## src/rtl/core/frbf_pkg.sv

```systemverilog
package frbf_pkg;

    localparam int DEPTH_DEFAULT = 256;
    localparam int BYTE_W        = 8;
    localparam int CAP_W         = 9;
    localparam int CFG_INDEX_W   = 2;
    localparam int CFG_DATA_W    = 8;

    // record modes
    localparam logic [1:0] MODE_PLAIN = 2'd0;
    localparam logic [1:0] MODE_FIXED = 2'd1;
    localparam logic [1:0] MODE_TLV   = 2'd2;

    // result status codes
    localparam logic [1:0] STATUS_DONE    = 2'd0;
    localparam logic [1:0] STATUS_NO_ROOM = 2'd1;
    localparam logic [1:0] STATUS_EMPTY   = 2'd2;

    // configuration register indexes
    localparam logic [CFG_INDEX_W-1:0] REG_MODE        = 2'd0;
    localparam logic [CFG_INDEX_W-1:0] REG_CAPACITY    = 2'd1;
    localparam logic [CFG_INDEX_W-1:0] REG_RECORD_SIZE = 2'd2;

    localparam logic [BYTE_W-1:0] CAPACITY_RESET    = 8'd255;
    localparam logic [BYTE_W-1:0] RECORD_SIZE_RESET = 8'd1;

    typedef enum logic {
        OP_PUSH,
        OP_POP
    } op_t;

    // framing position inside a record
    typedef enum logic [1:0] {
        POS_START,
        POS_TYPE,
        POS_BODY
    } pos_t;

    typedef struct packed {
        logic              req_type;
        logic [BYTE_W-1:0] data_in;
    } in_t;

    typedef struct packed {
        logic [1:0]        status;
        logic [BYTE_W-1:0] data_out;
        logic              record_last;
        logic [BYTE_W-1:0] fill_level;
        logic [BYTE_W-1:0] record_count;
    } out_t;

    typedef struct packed {
        op_t               op;
        logic [BYTE_W-1:0] data;
    } q_item_t;

    // front to back request
    typedef struct packed {
        logic    valid;
        q_item_t item;
    } fe_req_t;

endpackage

```

## src/rtl/core/frbf_front.sv

```systemverilog
module frbf_front (
    input  logic             aclk,
    input  logic             aresetn,
    input  logic             s_valid,
    output logic             s_ready,
    input  frbf_pkg::in_t    s_data,
    output frbf_pkg::fe_req_t fe_req,
    input  logic             fe_ready
);
    import frbf_pkg::*;

    localparam int QDEPTH = 2;
    localparam int QPTR_W = $clog2(QDEPTH);
    localparam int QCNT_W = $clog2(QDEPTH + 1);

    q_item_t             entry_reg [QDEPTH];
    logic [QPTR_W-1:0]   wr_ptr_reg, wr_ptr_next;
    logic [QPTR_W-1:0]   rd_ptr_reg, rd_ptr_next;
    logic [QCNT_W-1:0]   count_reg, count_next;
    logic                push, pop;
    q_item_t             item_in;

    // classify the request into an operation
    always_comb begin
        item_in.op   = s_data.req_type ? OP_POP : OP_PUSH;
        item_in.data = s_data.data_in;
    end

    assign s_ready      = (count_reg != QCNT_W'(QDEPTH));
    assign fe_req.valid = (count_reg != '0);
    assign fe_req.item  = entry_reg[rd_ptr_reg];

    assign push = s_valid && s_ready;
    assign pop  = fe_req.valid && fe_ready;

    always_comb begin
        wr_ptr_next = push ? wr_ptr_reg + QPTR_W'(1) : wr_ptr_reg;
        rd_ptr_next = pop ? rd_ptr_reg + QPTR_W'(1) : rd_ptr_reg;
        count_next  = count_reg + QCNT_W'(push) - QCNT_W'(pop);
    end

    always_ff @(posedge aclk) begin
        if (!aresetn) begin
            wr_ptr_reg <= '0;
            rd_ptr_reg <= '0;
            count_reg  <= '0;
        end else begin
            wr_ptr_reg <= wr_ptr_next;
            rd_ptr_reg <= rd_ptr_next;
            count_reg  <= count_next;
        end
    end

    always_ff @(posedge aclk) begin
        if (push) begin
            entry_reg[wr_ptr_reg] <= item_in;
        end
    end

endmodule

```

## src/rtl/core/frbf_back.sv

```systemverilog
module frbf_back #(
    parameter int DEPTH = frbf_pkg::DEPTH_DEFAULT
) (
    input  logic                                aclk,
    input  logic                                aresetn,
    input  logic                                cfg_wr_en,
    input  logic [frbf_pkg::CFG_INDEX_W-1:0]    cfg_index,
    input  logic [frbf_pkg::CFG_DATA_W-1:0]     cfg_wdata,
    input  frbf_pkg::fe_req_t                   fe_req,
    output logic                                fe_ready,
    output logic                                m_valid,
    input  logic                                m_ready,
    output frbf_pkg::out_t                      m_data
);
    import frbf_pkg::*;

    localparam int                PTR_W     = $clog2(DEPTH);
    localparam logic [CAP_W-1:0]  DEPTH_CAP = CAP_W'(DEPTH);

    // configuration
    logic [1:0]        mode_reg;
    logic [BYTE_W-1:0] cap_reg;
    logic [BYTE_W-1:0] rsize_reg;
    logic              cfg_clear;

    // ring and framing state
    logic [BYTE_W-1:0] ring_mem [DEPTH];
    logic [BYTE_W-1:0] head_reg;
    logic [PTR_W-1:0]  wp_reg, wp_next, rp_reg, rp_next;
    logic [BYTE_W-1:0] stored_reg, stored_next;
    logic [BYTE_W-1:0] tlv_reg, tlv_next;
    logic [BYTE_W-1:0] quot_reg, quot_next, rem_reg, rem_next;
    logic [BYTE_W-1:0] push_rem_reg, push_rem_next, pop_rem_reg, pop_rem_next;
    pos_t              push_pos_reg, push_pos_next, pop_pos_reg, pop_pos_next;
    logic              discard_reg, discard_next;

    // result register
    logic              out_valid_reg;
    out_t              out_reg, out_next;

    logic              item_go;
    logic [CAP_W-1:0]  cap_eff, free_b;
    logic [BYTE_W-1:0] esize;
    logic [PTR_W-1:0]  wp_inc1, wp_inc2, rp_inc1;
    logic [2*BYTE_W-1:0] up1, up2, down1;
    logic              wr_en;
    logic [PTR_W-1:0]  wr_addr;
    logic [BYTE_W-1:0] wr_data;
    logic [1:0]        n_commit;
    logic              take;
    logic [1:0]        status_c;
    logic              last_c;

    function automatic logic [PTR_W-1:0] ptr_inc(input logic [PTR_W-1:0] p,
                                                 input logic [CAP_W-1:0] cap);
        logic [CAP_W-1:0] n;
        n = CAP_W'(p) + CAP_W'(1);
        return (n >= cap) ? '0 : n[PTR_W-1:0];
    endfunction

    // quotient/remainder of fill by record size, one byte up
    function automatic logic [2*BYTE_W-1:0] frac_up(input logic [BYTE_W-1:0] quot,
                                                    input logic [BYTE_W-1:0] rem,
                                                    input logic [BYTE_W-1:0] size);
        logic [BYTE_W:0] r;
        r = {1'b0, rem} + (BYTE_W+1)'(1);
        if (r >= {1'b0, size}) begin
            return {quot + BYTE_W'(1), {BYTE_W{1'b0}}};
        end
        return {quot, r[BYTE_W-1:0]};
    endfunction

    // one byte down
    function automatic logic [2*BYTE_W-1:0] frac_down(input logic [BYTE_W-1:0] quot,
                                                      input logic [BYTE_W-1:0] rem,
                                                      input logic [BYTE_W-1:0] size);
        if (rem == '0) begin
            return {(quot != '0) ? quot - BYTE_W'(1) : quot, size - BYTE_W'(1)};
        end
        return {quot, rem - BYTE_W'(1)};
    endfunction

    assign cfg_clear = cfg_wr_en && ((cfg_index == REG_MODE) || (cfg_index == REG_CAPACITY)
                                     || (cfg_index == REG_RECORD_SIZE));

    assign fe_ready = !out_valid_reg || m_ready;
    assign item_go  = fe_req.valid && fe_ready;
    assign m_valid  = out_valid_reg;
    assign m_data   = out_reg;

    assign cap_eff = (CAP_W'(cap_reg) > DEPTH_CAP) ? DEPTH_CAP : CAP_W'(cap_reg);
    assign esize   = (rsize_reg == '0) ? BYTE_W'(1) : rsize_reg;
    assign free_b  = (CAP_W'(stored_reg) < cap_eff) ? cap_eff - CAP_W'(stored_reg) : '0;
    assign wp_inc1 = ptr_inc(wp_reg, cap_eff);
    assign wp_inc2 = ptr_inc(wp_inc1, cap_eff);
    assign rp_inc1 = ptr_inc(rp_reg, cap_eff);
    assign up1     = frac_up(quot_reg, rem_reg, esize);
    assign up2     = frac_up(up1[2*BYTE_W-1:BYTE_W], up1[BYTE_W-1:0], esize);
    assign down1   = frac_down(quot_reg, rem_reg, esize);

    // next state of framing, pointers and counters
    always_comb begin
        logic [BYTE_W-1:0] rem_v;
        logic              go_v;
        logic [BYTE_W-1:0] b;

        b             = fe_req.item.data;
        rem_v         = '0;
        go_v          = 1'b0;
        push_pos_next = push_pos_reg;
        push_rem_next = push_rem_reg;
        discard_next  = discard_reg;
        pop_pos_next  = pop_pos_reg;
        pop_rem_next  = pop_rem_reg;
        tlv_next      = tlv_reg;
        wr_en         = 1'b0;
        wr_addr       = wp_reg;
        wr_data       = b;
        n_commit      = 2'd0;
        take          = 1'b0;
        status_c      = STATUS_DONE;
        last_c        = 1'b0;

        if (item_go && (fe_req.item.op == OP_PUSH)) begin
            case (mode_reg)
                MODE_FIXED: begin
                    if (discard_reg) begin
                        rem_v = (push_rem_reg != '0) ? push_rem_reg - BYTE_W'(1) : '0;
                        push_rem_next = rem_v;
                        if (rem_v == '0) begin
                            discard_next  = 1'b0;
                            push_pos_next = POS_START;
                        end
                        status_c = STATUS_NO_ROOM;
                    end else begin
                        go_v  = 1'b1;
                        rem_v = push_rem_reg;
                        if (push_pos_reg == POS_START) begin
                            if (free_b < CAP_W'(esize)) begin
                                // whole record does not fit: drop the rest of it
                                push_rem_next = esize - BYTE_W'(1);
                                if (esize != BYTE_W'(1)) begin
                                    discard_next  = 1'b1;
                                    push_pos_next = POS_BODY;
                                end
                                status_c = STATUS_NO_ROOM;
                                go_v     = 1'b0;
                            end else begin
                                rem_v = esize;
                            end
                        end
                        if (go_v) begin
                            if (free_b == '0) begin
                                push_rem_next = rem_v;
                                status_c      = STATUS_NO_ROOM;
                            end else begin
                                wr_en         = 1'b1;
                                n_commit      = 2'd1;
                                rem_v         = rem_v - BYTE_W'(1);
                                push_rem_next = rem_v;
                                if (rem_v == '0) begin
                                    push_pos_next = POS_START;
                                    last_c        = 1'b1;
                                end else begin
                                    push_pos_next = POS_BODY;
                                end
                            end
                        end
                    end
                end
                MODE_TLV: begin
                    case (push_pos_reg)
                        POS_START: begin
                            push_pos_next = POS_TYPE;
                            if (free_b < CAP_W'(2)) begin
                                discard_next = 1'b1;
                                status_c     = STATUS_NO_ROOM;
                            end else begin
                                // type byte parked in its slot, not yet counted
                                wr_en = 1'b1;
                            end
                        end
                        POS_TYPE: begin
                            push_rem_next = b;
                            if (discard_reg || (free_b < CAP_W'(b) + CAP_W'(2))) begin
                                discard_next  = (b != '0);
                                push_pos_next = (b != '0) ? POS_BODY : POS_START;
                                status_c      = STATUS_NO_ROOM;
                            end else begin
                                wr_en    = 1'b1;
                                wr_addr  = wp_inc1;
                                n_commit = 2'd2;
                                if (b == '0) begin
                                    push_pos_next = POS_START;
                                    last_c        = 1'b1;
                                    tlv_next = (tlv_reg != '1) ? tlv_reg + BYTE_W'(1) : tlv_reg;
                                end else begin
                                    push_pos_next = POS_BODY;
                                end
                            end
                        end
                        default: begin
                            rem_v = (push_rem_reg != '0) ? push_rem_reg - BYTE_W'(1) : '0;
                            if (discard_reg) begin
                                push_rem_next = rem_v;
                                if (rem_v == '0) begin
                                    discard_next  = 1'b0;
                                    push_pos_next = POS_START;
                                end
                                status_c = STATUS_NO_ROOM;
                            end else if (free_b == '0) begin
                                status_c = STATUS_NO_ROOM;
                            end else begin
                                wr_en         = 1'b1;
                                n_commit      = 2'd1;
                                push_rem_next = rem_v;
                                if (rem_v == '0) begin
                                    push_pos_next = POS_START;
                                    last_c        = 1'b1;
                                    tlv_next = (tlv_reg != '1) ? tlv_reg + BYTE_W'(1) : tlv_reg;
                                end else begin
                                    push_pos_next = POS_BODY;
                                end
                            end
                        end
                    endcase
                end
                default: begin
                    if (free_b == '0) begin
                        status_c = STATUS_NO_ROOM;
                    end else begin
                        wr_en    = 1'b1;
                        n_commit = 2'd1;
                        last_c   = 1'b1;
                    end
                end
            endcase
        end else if (item_go) begin
            if (stored_reg == '0) begin
                pop_pos_next = POS_START;
                pop_rem_next = '0;
                status_c     = STATUS_EMPTY;
            end else begin
                take = 1'b1;
                case (mode_reg)
                    MODE_FIXED: begin
                        rem_v = (pop_pos_reg == POS_START) ? esize : pop_rem_reg;
                        rem_v = (rem_v != '0) ? rem_v - BYTE_W'(1) : rem_v;
                        pop_rem_next = rem_v;
                        if (rem_v == '0) begin
                            pop_pos_next = POS_START;
                            last_c       = 1'b1;
                        end else begin
                            pop_pos_next = POS_BODY;
                        end
                    end
                    MODE_TLV: begin
                        if (pop_pos_reg == POS_START) begin
                            pop_pos_next = POS_TYPE;
                        end else begin
                            if (pop_pos_reg == POS_TYPE) begin
                                rem_v = head_reg;
                            end else begin
                                rem_v = (pop_rem_reg != '0) ? pop_rem_reg - BYTE_W'(1) : '0;
                            end
                            pop_rem_next = rem_v;
                            if (rem_v == '0) begin
                                pop_pos_next = POS_START;
                                last_c       = 1'b1;
                                tlv_next = (tlv_reg != '0) ? tlv_reg - BYTE_W'(1) : tlv_reg;
                            end else begin
                                pop_pos_next = POS_BODY;
                            end
                        end
                    end
                    default: begin
                        last_c = 1'b1;
                    end
                endcase
            end
        end

        // pointers and fill bookkeeping
        case (n_commit)
            2'd1: begin
                wp_next   = wp_inc1;
                quot_next = up1[2*BYTE_W-1:BYTE_W];
                rem_next  = up1[BYTE_W-1:0];
            end
            2'd2: begin
                wp_next   = wp_inc2;
                quot_next = up2[2*BYTE_W-1:BYTE_W];
                rem_next  = up2[BYTE_W-1:0];
            end
            default: begin
                wp_next   = wp_reg;
                quot_next = take ? down1[2*BYTE_W-1:BYTE_W] : quot_reg;
                rem_next  = take ? down1[BYTE_W-1:0] : rem_reg;
            end
        endcase
        rp_next     = take ? rp_inc1 : rp_reg;
        stored_next = stored_reg + BYTE_W'(n_commit) - BYTE_W'(take);

        if (cfg_clear) begin
            wp_next       = '0;
            rp_next       = '0;
            stored_next   = '0;
            tlv_next      = '0;
            quot_next     = '0;
            rem_next      = '0;
            push_pos_next = POS_START;
            pop_pos_next  = POS_START;
            push_rem_next = '0;
            pop_rem_next  = '0;
            discard_next  = 1'b0;
        end
    end

    // result fields
    always_comb begin
        out_next.status       = status_c;
        out_next.data_out     = take ? head_reg : '0;
        out_next.record_last  = last_c;
        out_next.fill_level   = stored_next;
        out_next.record_count = (mode_reg == MODE_TLV) ? tlv_next : quot_next;
    end

    always_ff @(posedge aclk) begin
        if (!aresetn) begin
            mode_reg      <= MODE_PLAIN;
            cap_reg       <= CAPACITY_RESET;
            rsize_reg     <= RECORD_SIZE_RESET;
            wp_reg        <= '0;
            rp_reg        <= '0;
            stored_reg    <= '0;
            tlv_reg       <= '0;
            quot_reg      <= '0;
            rem_reg       <= '0;
            push_pos_reg  <= POS_START;
            pop_pos_reg   <= POS_START;
            push_rem_reg  <= '0;
            pop_rem_reg   <= '0;
            discard_reg   <= 1'b0;
            out_valid_reg <= 1'b0;
        end else begin
            wp_reg        <= wp_next;
            rp_reg        <= rp_next;
            stored_reg    <= stored_next;
            tlv_reg       <= tlv_next;
            quot_reg      <= quot_next;
            rem_reg       <= rem_next;
            push_pos_reg  <= push_pos_next;
            pop_pos_reg   <= pop_pos_next;
            push_rem_reg  <= push_rem_next;
            pop_rem_reg   <= pop_rem_next;
            discard_reg   <= discard_next;
            if (item_go) begin
                out_valid_reg <= 1'b1;
            end else if (m_ready) begin
                out_valid_reg <= 1'b0;
            end
            if (cfg_wr_en) begin
                case (cfg_index)
                    REG_MODE:        mode_reg  <= cfg_wdata[1:0];
                    REG_CAPACITY:    cap_reg   <= cfg_wdata;
                    REG_RECORD_SIZE: rsize_reg <= cfg_wdata;
                    default: begin
                    end
                endcase
            end
        end
    end

    always_ff @(posedge aclk) begin
        if (item_go) begin
            out_reg <= out_next;
        end
    end

    // ring: one write port, head register always holds the byte at the read pointer
    always_ff @(posedge aclk) begin
        if (wr_en) begin
            ring_mem[wr_addr] <= wr_data;
        end
        if (wr_en && (wr_addr == rp_next)) begin
            head_reg <= wr_data;
        end else begin
            head_reg <= ring_mem[rp_next];
        end
    end

endmodule

```

## src/rtl/core/framed_record_byte_fifo_core.sv

```systemverilog
// Framed record byte FIFO. A circular byte buffer of up to DEPTH bytes (the
// capacity register sets the wrap point) with one push or pop byte per
// transaction on the s_ channel and one result transaction per input on the
// m_ channel, in order. Modes: plain bytes, fixed-size records (room for the
// whole record is checked at its first byte; a rejected record swallows its
// remaining bytes with status "no room"), or type-length-value records (the
// type byte is parked in the ring and counted only once the length byte shows
// len+2 bytes fit). Every result reports fill level and the record count (TLV
// records stored, or fill / record_size in the other modes). A pop on an empty
// buffer returns status "empty" and restarts pop framing. Throughput is one
// transaction per clock sustained while m_ready stays high; a taken input
// first lands in the two-entry queue, and when the engine takes it from the
// queue it updates the ring and loads the output register, which presents
// the result. The ring has one write port and one read port that keeps the
// head byte registered, so each byte costs a single ring access. Any register
// write re-initializes pointers, fill and framing; ring contents are kept and
// no clearing pass runs after reset. Write configuration only while idle.
module framed_record_byte_fifo_core #(
    parameter int DEPTH = frbf_pkg::DEPTH_DEFAULT
) (
    input  logic                             aclk,
    input  logic                             aresetn,
    // configuration write port
    input  logic                             cfg_wr_en,
    input  logic [frbf_pkg::CFG_INDEX_W-1:0] cfg_index,
    input  logic [frbf_pkg::CFG_DATA_W-1:0]  cfg_wdata,
    // request channel
    input  logic                             s_valid,
    output logic                             s_ready,
    input  frbf_pkg::in_t                    s_data,
    // result channel
    output logic                             m_valid,
    input  logic                             m_ready,
    output frbf_pkg::out_t                   m_data
);
    import frbf_pkg::*;

    fe_req_t fe_req;   // queued, classified request
    logic    fe_ready; // engine can take a request this clock

    // Front: accepts transactions into a two-entry queue and tags push vs. pop,
    // so a blocked result stalls the requester only once both entries are full.
    frbf_front u_front (
        .aclk     (aclk),
        .aresetn  (aresetn),
        .s_valid  (s_valid),
        .s_ready  (s_ready),
        .s_data   (s_data),
        .fe_req   (fe_req),
        .fe_ready (fe_ready)
    );

    // Back: configuration, ring memory, framing state and the result register.
    frbf_back #(
        .DEPTH (DEPTH)
    ) u_back (
        .aclk      (aclk),
        .aresetn   (aresetn),
        .cfg_wr_en (cfg_wr_en),
        .cfg_index (cfg_index),
        .cfg_wdata (cfg_wdata),
        .fe_req    (fe_req),
        .fe_ready  (fe_ready),
        .m_valid   (m_valid),
        .m_ready   (m_ready),
        .m_data    (m_data)
    );

endmodule

```

## config.mk

```make
export PLATFORM = sky130hd
export DESIGN_NAME = framed_record_byte_fifo_core
export DESIGN_NICKNAME = d
export VERILOG_FILES = /design/src/rtl/core/frbf_pkg.sv /design/src/rtl/core/frbf_front.sv /design/src/rtl/core/frbf_back.sv /design/src/rtl/core/framed_record_byte_fifo_core.sv
export SDC_FILE = /design/constraint.sdc
export NUM_CORES = 2
export LEC_CHECK = 0
export BUFFER_PORTS_ARGS = -buffer_cell sky130_fd_sc_hd__buf_2
export CORE_UTILIZATION = 40
export DETAILED_ROUTE_END_ITERATION = 7
export HOLD_SLACK_MARGIN = 0.03
export SYNTH_ARGS = -nofsm -noshare
export SYNTH_HDL_FRONTEND = slang
export SYNTH_HIERARCHICAL = 1
export SYNTH_SLANG_ARGS = --single-unit
```

## constraint.sdc

```tcl
create_clock -name aclk -period 10.48 [get_ports aclk]
set_clock_uncertainty 0.2 [all_clocks]
set_input_delay 0.524 -clock aclk [delete_from_list [all_inputs] [get_ports aclk]]
set_output_delay 0.524 -clock aclk [all_outputs]
set_load 0.03 [all_outputs]
```

==> impl_metrics.csv <==
group,metric,value,unit
grt,use_met2,34.3,%
finish,areaGrowthSynthToFinish,11.6,%
clock_network,cts_tree,"done",
drt,drt_iter0_drc,6662,
placement,place_ws,3.03,ns
sta,finalSetupViolCount,0,
synthesis,synth_ff_type,"edfxtp_1",
power_and_ir_drop,combPwrFrac,20.6,%
power_and_ir_drop,seqPwrFrac,47.1,%
power_and_ir_drop,peakVddDrop,168,uV
floorplan,core.rowCount,176,
sta,tns,0,ns
drt,viasPerCell,5.97,
grt,antenna_found_initial,10,
grt,grt_overflow,0,
worst_setup_path,cp.required,10.77,ns
finish,drive_above_1_share,15.0,%
synthesis,syn_area,0.0926,mm^2
sta,hold_viol_final,0,
drt,drc_errors,0,
drt,detailroute.via_count,53800,
flow_run,drv_cap,0,
placement,io_buffers,52,
grt,groute.usage.overall,22.2,%
min_path,min_path_type,"in2reg",
grt,met1_usage,31.5,%
clock_network,insertion_delay,0.87,ns
sta,maxSlewHeadroom,10.4,%
grt,grt_first_pass_wirelength,379,mm
worst_setup_path,critPathCapture,"u_back/ring_mem[222][0]$_DFFE_PP_",
sta,finalCritPeriodShare,72.6,%
power_and_ir_drop,p_per_area,222,mW/mm^2
worst_setup_path,endpoint_kind,"flop",
power_and_ir_drop,leakage,31.5,nW
finish,nets,5934,
power_and_ir_drop,power.internal,16.1,mW
placement,routabilityCongestion,0.923,
power_and_ir_drop,switchingPower,6.79,mW
worst_setup_path,reg2reg_slack,2.87,ns
synthesis,yosysUniqueCellTypes,92,
placement,dp.final_hpwl,171,mm
finish,fillCellCount,19900,
grt,grt_use_met3,4.29,%
sta,grt_setup_unrepaired,"no",
drt,ant_nets,0,
floorplan,fp.coreArea,0.230,mm^2
floorplan,dieArea,0.233,mm^2
clock_network,cts_sinks,2194,
grt,grt_max_degree,149,
synthesis,synthArstFlopShare,0,%
synthesis,syn_avg_cell_area,16.3,um^2
floorplan,dieWidth,483,um
synthesis,synth_top_area_share,67.9,%
power_and_ir_drop,p_sw_share,29.6,%
worst_setup_path,timing.rr.end,"u_back/ring_mem[222][0]$_DFFE_PP_",
worst_setup_path,crit_fanout,112,
power_and_ir_drop,clockPowerShare,32.4,%
floorplan,ios,53,
sta,clock.fmax,0.131,GHz
clock_network,htree_levels,4,
clock_network,path_clk_slew,0.06,ns
drt,wirelength,264,mm
sta,drv_slew,0,
synthesis,yosys_warnings,6,
sta,tightestPinTransition,1.33,ns
sta,layout_setup_ws,2.87,ns
drt,wl_per_cell,29.3,um
clock_network,cts_max_path_buffers,3,
grt,grt_busiest_layer,"met2",
finish,largest_reg_flops,2048,
worst_setup_path,arrival,7.90,ns
clock_network,cts_made_buffers,215,
sta,min_period,7.61,ns
synthesis,ys_seq_area_share,70.0,%
floorplan,initial_utilization,40.2,%
synthesis,synthTopCellsByArea,"edfxtp_1 68%, mux4_2 7.2%, mux2i_1 5.1%",
synthesis,netlist_instances,5699,
floorplan,die_h,483,um
clock_network,cts-root-buf,"clkbuf_16",
run_status,status,"complete, no violations",
synthesis,yosysTopAreaCell,"edfxtp_1",
synthesis,syn_nets,5827,
drt,dr.pass1.iters,6,
synthesis,synth_edf_count,2093,
worst_setup_path,rr_worst_depth,19,
synthesis,synth-seq-cells,2194,
grt,grt_pass1_vias,52500,
worst_setup_path,cp-start-kind,"flop",
worst_setup_path,crit_type,"reg2reg",
-- worst min-delay path by stage --
stage                                                start                                to  slack, ns  cells after the start
after floorplan           u_back/rsize_reg[0]$_SDFFE_PN1P_  u_back/rsize_reg[0]$_SDFFE_PN1P_       0.25                      2
after global placement     u_front/rd_ptr_reg$_SDFFE_PN0P_   u_front/rd_ptr_reg$_SDFFE_PN0P_       0.29                      2
after detailed placement   u_front/rd_ptr_reg$_SDFFE_PN0P_   u_front/rd_ptr_reg$_SDFFE_PN0P_       0.30                      2
after CTS                                        cfg_wr_en                              flop       0.06                      4
after global routing                             cfg_wr_en                              flop       0.13                      4
final                                            cfg_wr_en                              flop       0.14                      4
-- kinds of logic after synthesis --
logic type      share of synthesized area, %
flops                                   70.0
simple gates                            6.58
compound gates                          6.19
mux                                     12.5
buf+inv                                 2.32
fa+ha+maj                               1.42
xor+xnor                               0.908
-- worst max-delay path: stages, from the launching register on --
cell      delay [ns]
dfxtp_1         0.80
mux2_8          0.77
and3_1          0.32
nand3_1         0.10
xor2_1          0.18
ha_1            0.35
and4_1          0.17
o21ai_0         0.12
nor2_1          0.16
o211ai_1        0.15
a21oi_1         0.92
nand2_1         0.20
a21oi_1         0.20
a22oi_1         0.14
o32ai_2         0.29
buf_4           0.30
o21ai_4         0.08
buf_4           0.36
nand2b_1        0.52
nor2_1          0.84
-- power groups by stage --
stage	Clock (mW)	Combinational, mW	Sequential (mW)
finish	7.41	4.71	10.8
global route	7.85	5.03	10.8
CTS	7.53	4.70	10.8
detailed placement	0	4.68	11.0
global placement	0	4.61	11.0
floorplan	0	2.88	11.1
-- synthesized netlist by cell type (36+ instances only) --
library cell / count
a211oi_1: 39
a21oi_1: 175
a221oi_1: 37
a22oi_1: 227
a31oi_1: 46
buf_2: 70
buf_4: 39
buf_6: 46
clkbuf_1: 161
dfxtp_1: 101
edfxtp_1: 2093
ha_1: 102
inv_1: 81
mux2i_1: 474
mux4_2: 296
nand2_1: 248
nand2b_1: 45
nand3_1: 155
nand4_1: 43
nor2_1: 408
nor2b_1: 46
nor3_1: 107
o21ai_0: 96
xnor2_1: 60
xor2_1: 36
-- cell usage in the layout, fill, tap and decap left out, drive strengths merged, types with 25 or more instances in the layout --
cell type	count
o21ai	104
a211oi	39
clkinv	102
and2	28
ha	102
o22ai	25
buf	201
xnor2	60
a221oi	37
dfxtp	101
mux2i	474
or3	26
a22oi	227
nor2	409
or2	27
nor2b	46
clkbuf	278
inv	89
a31oi	46
nor4	28
mux4	296
nor3	110
nand3	155
o211ai	25
nand2	248
and3	25
a21oi	175
nand2b	45
xor2	36
nand4	45
edfxtp	2093
-- metrics by stage --
step | hold slack, ns | area (um^2) | instances | util (%) | power (mW)
after floorplan | 0.247 | 92600 | 5699 | - | 13.9
after global placement | 0.291 | 96400 | 8591 | 41.9 | 15.6
after detailed placement | 0.300 | 96400 | 8591 | 41.9 | 15.6
after CTS | 0.0644 | 103000 | 9012 | 44.9 | 23.0
after global routing | 0.133 | 103000 | 9014 | 44.9 | 23.7
final | 0.136 | 103000 | 9017 | 44.9 | 22.9
-- cell type report --
| cell class | instances | area [um^2] | share of cell area [%] |
|---|---|---|---|
| Inverter | 83 | 312 | 0.301 |
| Clock buffer | 277 | 5710 | 5.52 |
| Antenna cell | 4 | 10.0 | 0.00969 |
| Clock inverter | 121 | 981 | 0.949 |
| Tap cell | 3026 | 3790 | 3.66 |
| Multi-Input combinational cell | 3087 | 25900 | 25.1 |
| Sequential cell | 2194 | 64900 | 62.8 |
| Timing Repair Buffer | 225 | 1710 | 1.66 |
-- layer usage --
| layer | vias up | routed length (um) |
|---|---|---|
| met5 | - | 83 |
| met4 | 12 | 8360 |
| met3 | 428 | 22300 |
| met2 | 2469 | 122000 |
| met1 | 28000 | 111000 |
| li1 | 22900 | - |
-- timing repair --
| item | in CTS | in global routing |
|---|---|---|
| hold buffers | 23 | 0 |
| setup endpoints to repair | 0 | 0 |
| resized for setup | 0 | 0 |
| hold endpoints to repair | 47 | 0 |
| buffers inserted | 0 | 0 |
Note: power is estimated with default switching activity, not from simulation.
